==> src/rtl/pwli_pkg.sv <==
`timescale 1ns / 1ps
// Shared types and codes for the piecewise linear interpolator.
// No dependencies; imported by the top level.
package pwli_pkg;

	typedef enum logic [0:0] {
		FUNC_WRITE = 1'b0,
		FUNC_EVAL  = 1'b1
	} func_t;

	typedef enum logic [1:0] {
		STAT_OK   = 2'd0,
		STAT_SAT  = 2'd1,
		STAT_ZERO = 2'd2
	} stat_t;

	typedef enum logic [3:0] {
		ST_IDLE,
		ST_SRCH_RD,
		ST_SRCH_CMP,
		ST_SEG_RD,
		ST_SEG_LD,
		ST_ONE_RD,
		ST_ONE_LD,
		ST_MUL,
		ST_DIV,
		ST_FIN,
		ST_EMIT
	} state_t;

	localparam logic [0:0]  REG_POINT_COUNT = 1'b0;
	localparam logic [31:0] Q_MAX = 32'h7fff_ffff;
	localparam logic [31:0] Q_MIN = 32'h8000_0000;
	localparam int          MUL_STEPS = 32;
	localparam int          DIV_STEPS = 64;

endpackage

==> src/rtl/piecewise_linear_interpolator_top.sv <==
`timescale 1ns / 1ps
// Piecewise linear interpolator: breakpoint table, search, bit-serial multiply and divide.
// Depends on pwli_pkg.
// A write transaction is taken in the idle state. An evaluation searches up to MAX_POINTS - 1
// breakpoints through the registered table read port, then runs the 32-step shift-add
// multiplier and the 64-step divider. A zero-width segment skips the arithmetic, one point
// skips the search and the arithmetic, and no points give a zero result. Once the result
// is loaded into the output register, the block returns to idle for the next transaction.
// One evaluation is in work at a time; a finished result waits in the output register.
// arst_n clears control state and point_count; the table is undefined until written.
module piecewise_linear_interpolator_top #(
	parameter int MAX_POINTS = 16
) (
	input  logic        clk,
	input  logic        arst_n,
	input  logic        psel,
	input  logic        penable,
	input  logic        pwrite,
	input  logic [2:0]  paddr,
	input  logic [31:0] pwdata,
	output logic [31:0] prdata,
	output logic        pready,
	input  logic        s_axis_tvalid,
	output logic        s_axis_tready,
	// point_index[3:0], x_value[35:4], y_value[67:36], zero pad
	input  logic [71:0] s_axis_tdata,
	// func[0]
	input  logic        s_axis_tuser,
	output logic        m_axis_tvalid,
	input  logic        m_axis_tready,
	// result_y[31:0], status[33:32], zero pad
	output logic [39:0] m_axis_tdata
);
	import pwli_pkg::*;

	localparam int IDX_W = (MAX_POINTS > 1) ? $clog2(MAX_POINTS) : 1;
	localparam int CNT_W = $clog2(MAX_POINTS + 1);

	state_t state_q, state_d;

	logic [4:0]       point_count_q;
	logic [31:0]      mem_x_q [MAX_POINTS];
	logic [31:0]      mem_y_q [MAX_POINTS];
	logic [IDX_W-1:0] rd_addr_q;
	logic [31:0]      rx_q, ry_q;
	logic [CNT_W-1:0] n_q;
	logic [31:0]      xq_q, x1_q, y1_q, y0_q;
	logic [31:0]      dx_mag_q, mcand_q, rem_q;
	logic             neg_q;
	logic [63:0]      prod_q;
	logic [5:0]       step_q;
	logic [31:0]      res_q;
	stat_t            stat_q;
	logic             out_valid_q;
	logic [31:0]      out_res_q;
	stat_t            out_stat_q;

	// Input fields
	logic             in_accept;
	func_t            in_func;
	logic [3:0]       in_idx;
	logic [31:0]      in_x, in_y;
	logic [CNT_W-1:0] n_in;
	logic             out_load;

	assign in_func = func_t'(s_axis_tuser);
	assign in_idx  = s_axis_tdata[3:0];
	assign in_x    = s_axis_tdata[35:4];
	assign in_y    = s_axis_tdata[67:36];
	assign in_accept = s_axis_tvalid && s_axis_tready;
	assign n_in = (32'(point_count_q) > 32'(MAX_POINTS)) ? CNT_W'(MAX_POINTS)
		: CNT_W'(point_count_q);

	// Configuration port
	logic cfg_wr;
	assign pready = 1'b1;
	assign cfg_wr = psel && penable && pwrite && pready;
	assign prdata = (paddr[2] == REG_POINT_COUNT) ? {27'd0, point_count_q} : 32'd0;

	always_ff @(posedge clk or negedge arst_n) begin
		if (!arst_n) begin
			point_count_q <= 5'd0;
		end else if (cfg_wr && paddr[2] == REG_POINT_COUNT) begin
			point_count_q <= pwdata[4:0];
		end
	end

	// Search and segment arithmetic
	logic        hit;
	logic [32:0] dx_w, dy_w, t_w;
	logic [32:0] dx_abs, dy_abs, t_abs;
	logic [32:0] mul_sum;
	logic [32:0] rem_sh;
	logic        div_ge;
	logic [32:0] rem_sub;
	logic        q_big;
	logic [35:0] sum36;

	assign hit = ($signed(xq_q) < $signed(rx_q)) || (CNT_W'(rd_addr_q) == n_q - 1'b1);
	assign dx_w = {x1_q[31], x1_q} - {rx_q[31], rx_q};
	assign dy_w = {y1_q[31], y1_q} - {ry_q[31], ry_q};
	assign t_w  = {xq_q[31], xq_q} - {rx_q[31], rx_q};
	assign dx_abs = dx_w[32] ? (33'd0 - dx_w) : dx_w;
	assign dy_abs = dy_w[32] ? (33'd0 - dy_w) : dy_w;
	assign t_abs  = t_w[32] ? (33'd0 - t_w) : t_w;

	assign mul_sum = {1'b0, prod_q[63:32]} + (prod_q[0] ? {1'b0, mcand_q} : 33'd0);
	assign rem_sh  = {rem_q, prod_q[63]};
	assign div_ge  = rem_sh >= {1'b0, dx_mag_q};
	assign rem_sub = rem_sh - {1'b0, dx_mag_q};

	// The quotient limit is 2^34; above it the sum is certain to saturate.
	assign q_big = (|prod_q[63:35]) || (prod_q[34] && (|prod_q[33:0]));
	assign sum36 = neg_q ? ({{4{y0_q[31]}}, y0_q} - {1'b0, prod_q[34:0]})
		: ({{4{y0_q[31]}}, y0_q} + {1'b0, prod_q[34:0]});

	// Next state
	always_comb begin
		state_d = state_q;
		unique case (state_q)
			ST_IDLE: begin
				if (in_accept && in_func == FUNC_EVAL) begin
					if (n_in == '0)
						state_d = ST_EMIT;
					else if (n_in == CNT_W'(1))
						state_d = ST_ONE_RD;
					else
						state_d = ST_SRCH_RD;
				end
			end
			ST_SRCH_RD:  state_d = ST_SRCH_CMP;
			ST_SRCH_CMP: state_d = hit ? ST_SEG_RD : ST_SRCH_RD;
			ST_SEG_RD:   state_d = ST_SEG_LD;
			ST_SEG_LD:   state_d = (dx_w == 33'd0) ? ST_EMIT : ST_MUL;
			ST_ONE_RD:   state_d = ST_ONE_LD;
			ST_ONE_LD:   state_d = ST_EMIT;
			ST_MUL:      state_d = (step_q == 6'(MUL_STEPS - 1)) ? ST_DIV : ST_MUL;
			ST_DIV:      state_d = (step_q == 6'(DIV_STEPS - 1)) ? ST_FIN : ST_DIV;
			ST_FIN:      state_d = ST_EMIT;
			ST_EMIT:     state_d = out_load ? ST_IDLE : ST_EMIT;
			default:     state_d = ST_IDLE;
		endcase
	end

	// Outputs of the controller
	always_comb begin
		s_axis_tready = 1'b0;
		out_load      = 1'b0;
		unique case (state_q)
			ST_IDLE: s_axis_tready = 1'b1;
			ST_EMIT: out_load = !out_valid_q || m_axis_tready;
			default: ;
		endcase
	end

	always_ff @(posedge clk or negedge arst_n) begin
		if (!arst_n) begin
			state_q     <= ST_IDLE;
			out_valid_q <= 1'b0;
		end else begin
			state_q <= state_d;
			if (out_load)
				out_valid_q <= 1'b1;
			else if (m_axis_tready)
				out_valid_q <= 1'b0;
		end
	end

	// Breakpoint table: one write port, one registered read port.
	always_ff @(posedge clk) begin
		if (in_accept && in_func == FUNC_WRITE && 32'(in_idx) < 32'(MAX_POINTS)) begin
			mem_x_q[IDX_W'(in_idx)] <= in_x;
			mem_y_q[IDX_W'(in_idx)] <= in_y;
		end
		rx_q <= mem_x_q[rd_addr_q];
		ry_q <= mem_y_q[rd_addr_q];
	end

	// Datapath
	always_ff @(posedge clk) begin
		case (state_q)
			ST_IDLE: begin
				xq_q      <= in_x;
				n_q       <= n_in;
				rd_addr_q <= (n_in == CNT_W'(1)) ? IDX_W'(0) : IDX_W'(1);
				res_q     <= 32'd0;
				stat_q    <= STAT_OK;
			end
			ST_SRCH_CMP: begin
				if (hit) begin
					x1_q      <= rx_q;
					y1_q      <= ry_q;
					rd_addr_q <= rd_addr_q - 1'b1;
				end else begin
					rd_addr_q <= rd_addr_q + 1'b1;
				end
			end
			ST_SEG_LD: begin
				y0_q     <= ry_q;
				res_q    <= ry_q;
				stat_q   <= STAT_ZERO;
				dx_mag_q <= dx_abs[31:0];
				mcand_q  <= dy_abs[31:0];
				prod_q   <= {32'd0, t_abs[31:0]};
				neg_q    <= (dy_w[32] ^ t_w[32]) ^ dx_w[32];
				rem_q    <= 32'd0;
				step_q   <= 6'd0;
			end
			ST_ONE_LD: begin
				res_q  <= ry_q;
				stat_q <= STAT_OK;
			end
			ST_MUL: begin
				prod_q <= {mul_sum, prod_q[31:1]};
				step_q <= (step_q == 6'(MUL_STEPS - 1)) ? 6'd0 : step_q + 6'd1;
			end
			ST_DIV: begin
				rem_q  <= div_ge ? rem_sub[31:0] : rem_sh[31:0];
				prod_q <= {prod_q[62:0], div_ge};
				step_q <= step_q + 6'd1;
			end
			ST_FIN: begin
				if (q_big) begin
					res_q  <= neg_q ? Q_MIN : Q_MAX;
					stat_q <= STAT_SAT;
				end else if ($signed(sum36) > $signed({4'd0, Q_MAX})) begin
					res_q  <= Q_MAX;
					stat_q <= STAT_SAT;
				end else if ($signed(sum36) < $signed({4'hf, Q_MIN})) begin
					res_q  <= Q_MIN;
					stat_q <= STAT_SAT;
				end else begin
					res_q  <= sum36[31:0];
					stat_q <= STAT_OK;
				end
			end
			default: ;
		endcase
		if (out_load) begin
			out_res_q  <= res_q;
			out_stat_q <= stat_q;
		end
	end

	assign m_axis_tvalid = out_valid_q;
	assign m_axis_tdata  = {6'd0, out_stat_q, out_res_q};

	a_div_rem_bounded: assert property (@(posedge clk) disable iff (!arst_n)
		state_q == ST_DIV |-> (rem_q < dx_mag_q))
		else $error("divider remainder not below divisor");

	a_div_nonzero: assert property (@(posedge clk) disable iff (!arst_n)
		state_q == ST_MUL |-> dx_mag_q != 32'd0)
		else $error("zero-width segment entered the multiplier");

	a_sat_limit: assert property (@(posedge clk) disable iff (!arst_n)
		(m_axis_tvalid && out_stat_q == STAT_SAT) |->
			(out_res_q == Q_MAX || out_res_q == Q_MIN))
		else $error("saturated result not at a limit");

	a_emit_origin: assert property (@(posedge clk) disable iff (!arst_n)
		out_load |=> out_valid_q && $past(state_q) == ST_EMIT)
		else $error("result loaded outside emit state");

endmodule
==> config.mk <==
export PLATFORM = sky130hd
export DESIGN_NAME = piecewise_linear_interpolator_top
export DESIGN_NICKNAME = d
export VERILOG_FILES = /design/src/rtl/pwli_pkg.sv /design/src/rtl/piecewise_linear_interpolator_top.sv
export SDC_FILE = /design/constraint.sdc
export NUM_CORES = 2
export LEC_CHECK = 0
export BUFFER_PORTS_ARGS = -buffer_cell sky130_fd_sc_hd__buf_2
export CAP_MARGIN = 20
export CELL_PAD_IN_SITES_DETAIL_PLACEMENT = 1
export CELL_PAD_IN_SITES_GLOBAL_PLACEMENT = 1
export CORE_MARGIN = 2
export CORE_UTILIZATION = 30
export DETAILED_ROUTE_END_ITERATION = 12
export PLACE_DENSITY = 0.57
export SLEW_MARGIN = 25
export SYNTH_ARGS = -nofsm -noshare
export SYNTH_HDL_FRONTEND = slang
export SYNTH_SLANG_ARGS = --single-unit
==> constraint.sdc <==
create_clock -name clk -period 14.04 [get_ports clk]
set_input_delay 0.702 -clock clk [delete_from_list [all_inputs] [get_ports clk]]
set_output_delay 0.702 -clock clk [all_outputs]
set_load 0.02 [all_outputs]
### Word level (Yosys, flattened, before mapping)

Memory sizes are Yosys's and may differ from the RTL's. A register that Yosys moved wholly into a read port is not among the register bits.
Index checks and enable logic that the tools add are counted.

* flip-flop bits (word level): 382
* memory bits (writable): 1024
* input bits: 115
* output and inout bits: 75
* word-level logic and storage cells: 124
* memories kept: 2

Memory list
* mem_x_q: words 16, width 32, rd ports 1, clocked after Yosys merged registers in 1, write ports 1, line piecewise_linear_interpolator_top.sv:42 `logic [31:0] mem_x_q [MAX_POINTS];`
* mem_y_q: words 16, width 32, rd ports 1, clocked after Yosys merged registers in 1, write ports 1, line piecewise_linear_interpolator_top.sv:43 `logic [31:0] mem_y_q [MAX_POINTS];`

* $add $sub $neg: 14
* order comparisons: 5
* equality and inequality tests: 15
* mux-type cells: 39
* bitwise logic cells: 4
* reduce and logical (&&, ||, !) cells: 26

Operator list (number)
* 32-bit two-way mux: 9
* 64-bit one-hot mux with 3 select lines: 1
* 32-bit by 32-bit subtractor with 33-bit output: 3
* 32-bit one-hot mux with 3 select lines: 1
* 1-bit by 32-bit subtractor with 32-bit output (first input constant): 3
* 32-bit one-hot mux with 2 select lines: 1
* 4-bit one-hot mux with 10 select lines: 1
* 36-bit by 35-bit adder with 36-bit output: 1
* 36-bit by 32-bit greater-than comparator with 1-bit output (second input constant): 1
* 36-bit by 32-bit less-than comparator with 1-bit output (second input constant): 1
* 36-bit two-way mux: 1
* 36-bit by 35-bit subtractor with 36-bit output: 1
* 34-bit OR reduction: 1
* 32-bit by 32-bit adder with 33-bit output: 1
* 33-bit by 32-bit >= comparator with 1-bit output: 1
* 33-bit zero test: 1
* 32-bit less-than comparator: 1
* 32-bit subtractor: 1
* 29-bit OR reduction: 1
* 4-bit two-way mux: 6
* 6-bit one-hot mux with 3 select lines: 1
* 4-bit by 3-bit equality test with 1-bit output (second input constant): 4
* 4-bit equality test (second input constant): 3
* 1-bit two-way mux: 11
* other kinds (29): 47

### Logic depth before layout (Yosys ltp)

* depth in word-level cells: 7
* mapped depth: 24
* mapped depth without buffers: 20

### Worst setup path before layout

No wires, ideal clock.

* path kind: flip-flop to flip-flop
* start point: reg state_q[0]
* end point: mem mem_x_q[0][0] (enable)
* library setup time: 0.565 ns
* data arrival time: 10.142 ns
* required time: 13.475 ns
* setup slack: 3.333 ns
* stages on the path, launching flop included: 6
* path buffers: 1
* clock period less this slack: 10.707 ns
* cell sequence: dfrtp_1 clkbuf_1 nor4_1 nand3b_1 or3_1 nor3_1

* cells in the longest elaborated chain, start to end: 6

RTL lines
* from (decl): line piecewise_linear_interpolator_top.sv:39 `state_t state_q, state_d;`
* from (signal assigned): line piecewise_linear_interpolator_top.sv:161 `state_q <= state_d;`
* 4-bit zero test: line piecewise_linear_interpolator_top.sv:149 `unique case (state_q)`
* 1-bit two-way mux: line piecewise_linear_interpolator_top.sv:149
* via s_axis_tready: line piecewise_linear_interpolator_top.sv:24 `output logic s_axis_tready,`
* 1-bit logical AND: line piecewise_linear_interpolator_top.sv:70 `assign in_accept = s_axis_tvalid && s_axis_tready;`
* 1-bit logical AND: line piecewise_linear_interpolator_top.sv:171 `if (in_accept && in_func == FUNC_WRITE && 32'(in_idx) < 32'(MAX_POINTS)) begin`
* 1-bit two-way mux: line piecewise_linear_interpolator_top.sv:171
* 1-bit two-way mux (implied by the code): line piecewise_linear_interpolator_top.sv:172 `mem_x_q[IDX_W'(in_idx)] <= in_x;`
* to (decl): line piecewise_linear_interpolator_top.sv:42

The timed path passes the listed nets, and every way through them passes these cells.

### Final worst setup path

* start point: reg prod_q[7]
* end point: reg res_q[8], data pin

* cells in the longest elaborated chain, start to end: 7
* elaborated cells between the ends (all ways): 12
* those cells by class: 2 x add/sub; 2 x order compare; 5 x mux; 3 x reduce/logical

RTL lines
* from (decl): line piecewise_linear_interpolator_top.sv:50 `logic [63:0] prod_q;`
* from (signal assigned): line piecewise_linear_interpolator_top.sv:204 `prod_q <= {32'd0, t_abs[31:0]};`
* from (signal assigned): line piecewise_linear_interpolator_top.sv:214 `prod_q <= {mul_sum, prod_q[31:1]};`
* from (signal assigned): line piecewise_linear_interpolator_top.sv:219 `prod_q <= {prod_q[62:0], div_ge};`
* 36-bit by 35-bit adder with 36-bit output or 36-bit by 35-bit subtractor with 36-bit output (tied branches): line piecewise_linear_interpolator_top.sv:115, piecewise_linear_interpolator_top.sv:114
* 36-bit two-way mux: line piecewise_linear_interpolator_top.sv:114 `assign sum36 = neg_q ? ({{4{y0_q[31]}}, y0_q} - {1'b0, prod_q[34:0]})`
* 36-bit by 32-bit less-than comparator with 1-bit output: line piecewise_linear_interpolator_top.sv:229 `end else if ($signed(sum36) < $signed({4'hf, Q_MIN})) begin`
* 32-bit two-way mux: line piecewise_linear_interpolator_top.sv:229
* 32-bit two-way mux: line piecewise_linear_interpolator_top.sv:226 `end else if ($signed(sum36) > $signed({4'd0, Q_MAX})) begin`
* 32-bit two-way mux (*): line piecewise_linear_interpolator_top.sv:223 `if (q_big) begin`
* 32-bit one-hot mux with 3 select lines (*): line piecewise_linear_interpolator_top.sv:181 `case (state_q)`
* to (signal assigned): line piecewise_linear_interpolator_top.sv:200 `res_q <= ry_q;`
* to (signal assigned): line piecewise_linear_interpolator_top.sv:224 `res_q <= neg_q ? Q_MIN : Q_MAX;`
* to (signal assigned): line piecewise_linear_interpolator_top.sv:233 `res_q <= sum36[31:0];`
* to (decl): line piecewise_linear_interpolator_top.sv:52 `logic [31:0] res_q;`

Mark *: on every way between the ends. The rest lies on a longest branch, timed or not.
A chain may end at the register's enable or synchronous reset.

==> impl_metrics.json <==
{
  "run_status": "complete, no violations",
  "clockBufferDepth": 3,
  "slew_viol_final": 0,
  "cts_buffers": 163,
  "path_cells": "nor4_1 -> nand3_1 -> nor4_2 -> nand4_1 -> nor2_1 -> a21oi_1 -> xnor2_1 -> ha_1 -> a21o_1 -> a21o_1 -> a21o_1 -> a21oi_1 -> o21a_1 -> o21ai_0 -> xor2_1 -> nor4_1 -> o31ai_4 -> buf_4 -> a221o_1",
  "cp_data_required_time_ns": 14.57,
  "overflow": 0,
  "cap_violations": 0,
  "die_w_um": 479,
  "ioPinCount": 190,
  "place_ws_ns": 8.22,
  "combPwrFrac": 0.425,
  "start_util": 0.302,
  "rsz0062_at_grt": "no",
  "synthTopCellsByCount": "edfxtp_1, mux4_2, nor2_1, ha_1, a21oi_1",
  "netSwitchingFraction": 0.384,
  "clk_latency_ns": 0.84,
  "fmax_mhz": 168,
  "max_stage_delay_ns": 0.64,
  "layout_min_cycle_time_ns": 5.96,
  "cp_max_fo": 31,
  "synthCells": 4388,
  "synth-edff-count": 1396,
  "cp.arrival_ns": 6.49,
  "p_clk_frac": 0.240,
  "p_sw_uw": 7120,
  "die-area_sq_um": 230000,
  "areaGrowthSynthToFinish_pct": 14.8,
  "setup_violations": 0,
  "finalSetupTns_ns": 0,
  "p_per_area_nw_per_um2": 238,
  "fp-row-count": 174,
  "design.core.area_sq_um": 225000,
  "antenna_found_initial": 41,
  "synth.top_cell.area_share": 0.618,
  "fillers": 23145,
  "ant_nets": 0,
  "clk_pin_slew_ns": 0.06,
  "drive_above_1_share": 0.175,
  "synth_area_leader_cell": "edfxtp_1",
  "synth_area_sq_um": 67800,
  "vdd_ir_drop_max_mv": 0.180,
  "seq_area_frac_synth": 0.641,
  "crit_type": "register to register",
  "crit_slowest_cell": "nor4_1",
  "worst_pin_slew_ns": 1.06,
  "yosys-top-cells-area": "edfxtp_1, mux4_2, ha_1",
  "cts_tree": "done",
  "num_vias": 38869,
  "drtIter0Drc": 2651,
  "grt_max_degree": 130,
  "async_flop_share": 0.00680,
  "yosysWarnings": 0,
  "numPortBuffers": 122,
  "holdWs_ns": 0.148,
  "synth.distinct_cells": 97,
  "yosysMostFrequentCell": "edfxtp_1",
  "p_seq_frac": 0.335,
  "wl_per_cell_um": 23.9,
  "start_kind": "register",
  "p_leak_uw": 0.0265,
  "crit_path_end_kind": "register",
  "grt_pass1_vias": 40842,
  "hold_viol_final": 0,
  "hp-class": "primary input to register",
  "drt_first_pass_iters": 5,
  "p_int_uw": 11400,
  "cts-root-buf": "clkbuf_16",
  "grt_pass1_wl_um": 275000,
  "drc": 0,
  "via_per_inst": 5.04,
  "dpl.hpwl_um": 120000,
  "instances_no_fill": 7712,
  "track_usage": 0.159,
  "wirelength_um": 184000,
  "place.gp.congestion": 0.827,
  "setup_slack_ns": 8.08,
  "fin_nets": 4895,
  "syn_area_per_cell_sq_um": 15.5,
  "slew-limit-headroom": 0.277,
  "fin_skew_ns": 0.0815,
  "post-place-cells": 7393,
  "crit_top_cell": "a21o_1",
  "cts_sinks": 1470,
  "die_y_um": 479,
  "htree_levels": 4,
  "ys_seq_elements": 1470,
  "fin_crit_sh": 0.424,
  "synth-main-ff-cell": "edfxtp_1"
}
==> cell type report <==
type	count	area, sq um	share of cell area
flip-flops and latches	1470	43500	0.558
diodes	10	25.0	0.000321
clock buffers	203	4340	0.0558
well taps	2992	3740	0.0481
inverters	182	686	0.00881
clock inverters	102	1310	0.0168
multi-input cells	2565	23100	0.297
repair buffers	188	1170	0.0151
==> layer usage <==
metal  global-route usage  wire length, um  vias up
li1                     -                -    17706
met1                0.222            84900    20131
met2                0.253            85000      749
met3               0.0316             9360      251
met4               0.0440             4640       32
met5                    0              191        -
==> repair_timing <==
action | in CTS | in global routing
gates resized for setup | 0 | 0
endpoints found under the setup margin | 0 | 0
setup buffers | 0 | 0
hold buffers | 1 | 0
hold endpoints to repair | 10 | 0
==> worst paths after layout <==
kind	from	endpoint	slack, ns	cells past startpoint
max	prod_q[7]$_DFFE_PP_	res_q[8]$_DFFE_PP_	8.08	19
min	pwdata[2]	point_count_q[2]$_DFFE_PN0P_	0.15	2
max reg2reg	prod_q[7]$_DFFE_PP_	res_q[8]$_DFFE_PP_	8.08	19
min reg2reg	rx_q[5]$_DFF_P_	x1_q[5]$_DFFE_PP_	0.43	0
max in group asynchronous	arst_n	state_q[2]$_DFFE_PN0P_	13.45	2
min in group asynchronous	arst_n	point_count_q[1]$_DFFE_PN0P_	0.34	2
==> power by group through the flow <==
stage | sequential (uW) | clock, uW | combinational, uW
floorplan | 5970 | 0 | 5790
global placement | 6310 | 0 | 7780
detailed placement | 6310 | 0 | 7910
CTS | 6230 | 4580 | 7940
global route | 6260 | 4750 | 8720
finish | 6210 | 4460 | 7880
==> sequential cells by signal, summed over array words and instances, names as in the netlist, 4 cells and up <==
signal and flops:
rx_q 32, x1_q 32, dx_mag_q 32, y1_q 32
n_q 5, ry_q 32, mem_x_q 512, mem_y_q 512
prod_q 64, point_count_q 5, step_q 6, res_q 32
y0_q 32, rem_q 32, mcand_q 32, xq_q 32
rd_addr_q 4, state_q 4, out_res_q 32
==> worst max-delay path, delay by kind of cell (launching register included) <==
family                     cells  cell delay [ns]
buffers and inverters          1             0.25
xor gates and xnor gates       2             0.33
adders and majority gates      1             0.40
DFF                            1             0.47
AOI/OAI and AO/OA              9             1.61
and+or+nand+nor                6             2.58
==> cell usage in the layout, fill, tap and decap left out, drive strengths merged, types with 32 or more instances in the layout <==
cell type,count
and2,50
o21ai,170
clkbuf,203
conb,34
nand3,73
nor2,217
nor3,68
xnor2,189
a22oi,33
a21oi,203
dfxtp,64
a21o,107
a221o,34
ha,203
inv,190
edfxtp,1396
a31oi,37
o21a,32
nand2,153
nor2b,33
clkinv,66
or3,34
mux2i,37
mux4,320
buf,187
xor2,90
==> stage by stage <==
stage | util | cell area [sq um] | total power [uW]
6_report | 0.346 | 77800 | 18500
5_1_grt | 0.346 | 77800 | 19700
4_1_cts | 0.346 | 77700 | 18800
3_5_place_dp | 0.321 | 72100 | 14200
3_3_place_gp | 0.321 | 72100 | 14100
2_1_floorplan | - | 67900 | 11800
==> cell families (layout without fill, tap and decap cells) <==
| logic type | count (synthesis) | count (layout) | synth area share |
|---|---|---|---|
| buffers and inverters | 385 | 675 | 0.0234 |
| AO/OA/AOI/OAI | 855 | 855 | 0.0850 |
| XOR/XNOR | 279 | 279 | 0.0361 |
| other | 2 | 44 | 0.000111 |
| AND/OR/NAND/NOR | 824 | 824 | 0.0624 |
| flip-flops | 1470 | 1470 | 0.641 |
| multiplexers | 363 | 363 | 0.113 |
| adder cells (fa/ha/maj) | 210 | 210 | 0.0395 |
Power figures use the tool's default switching activity.
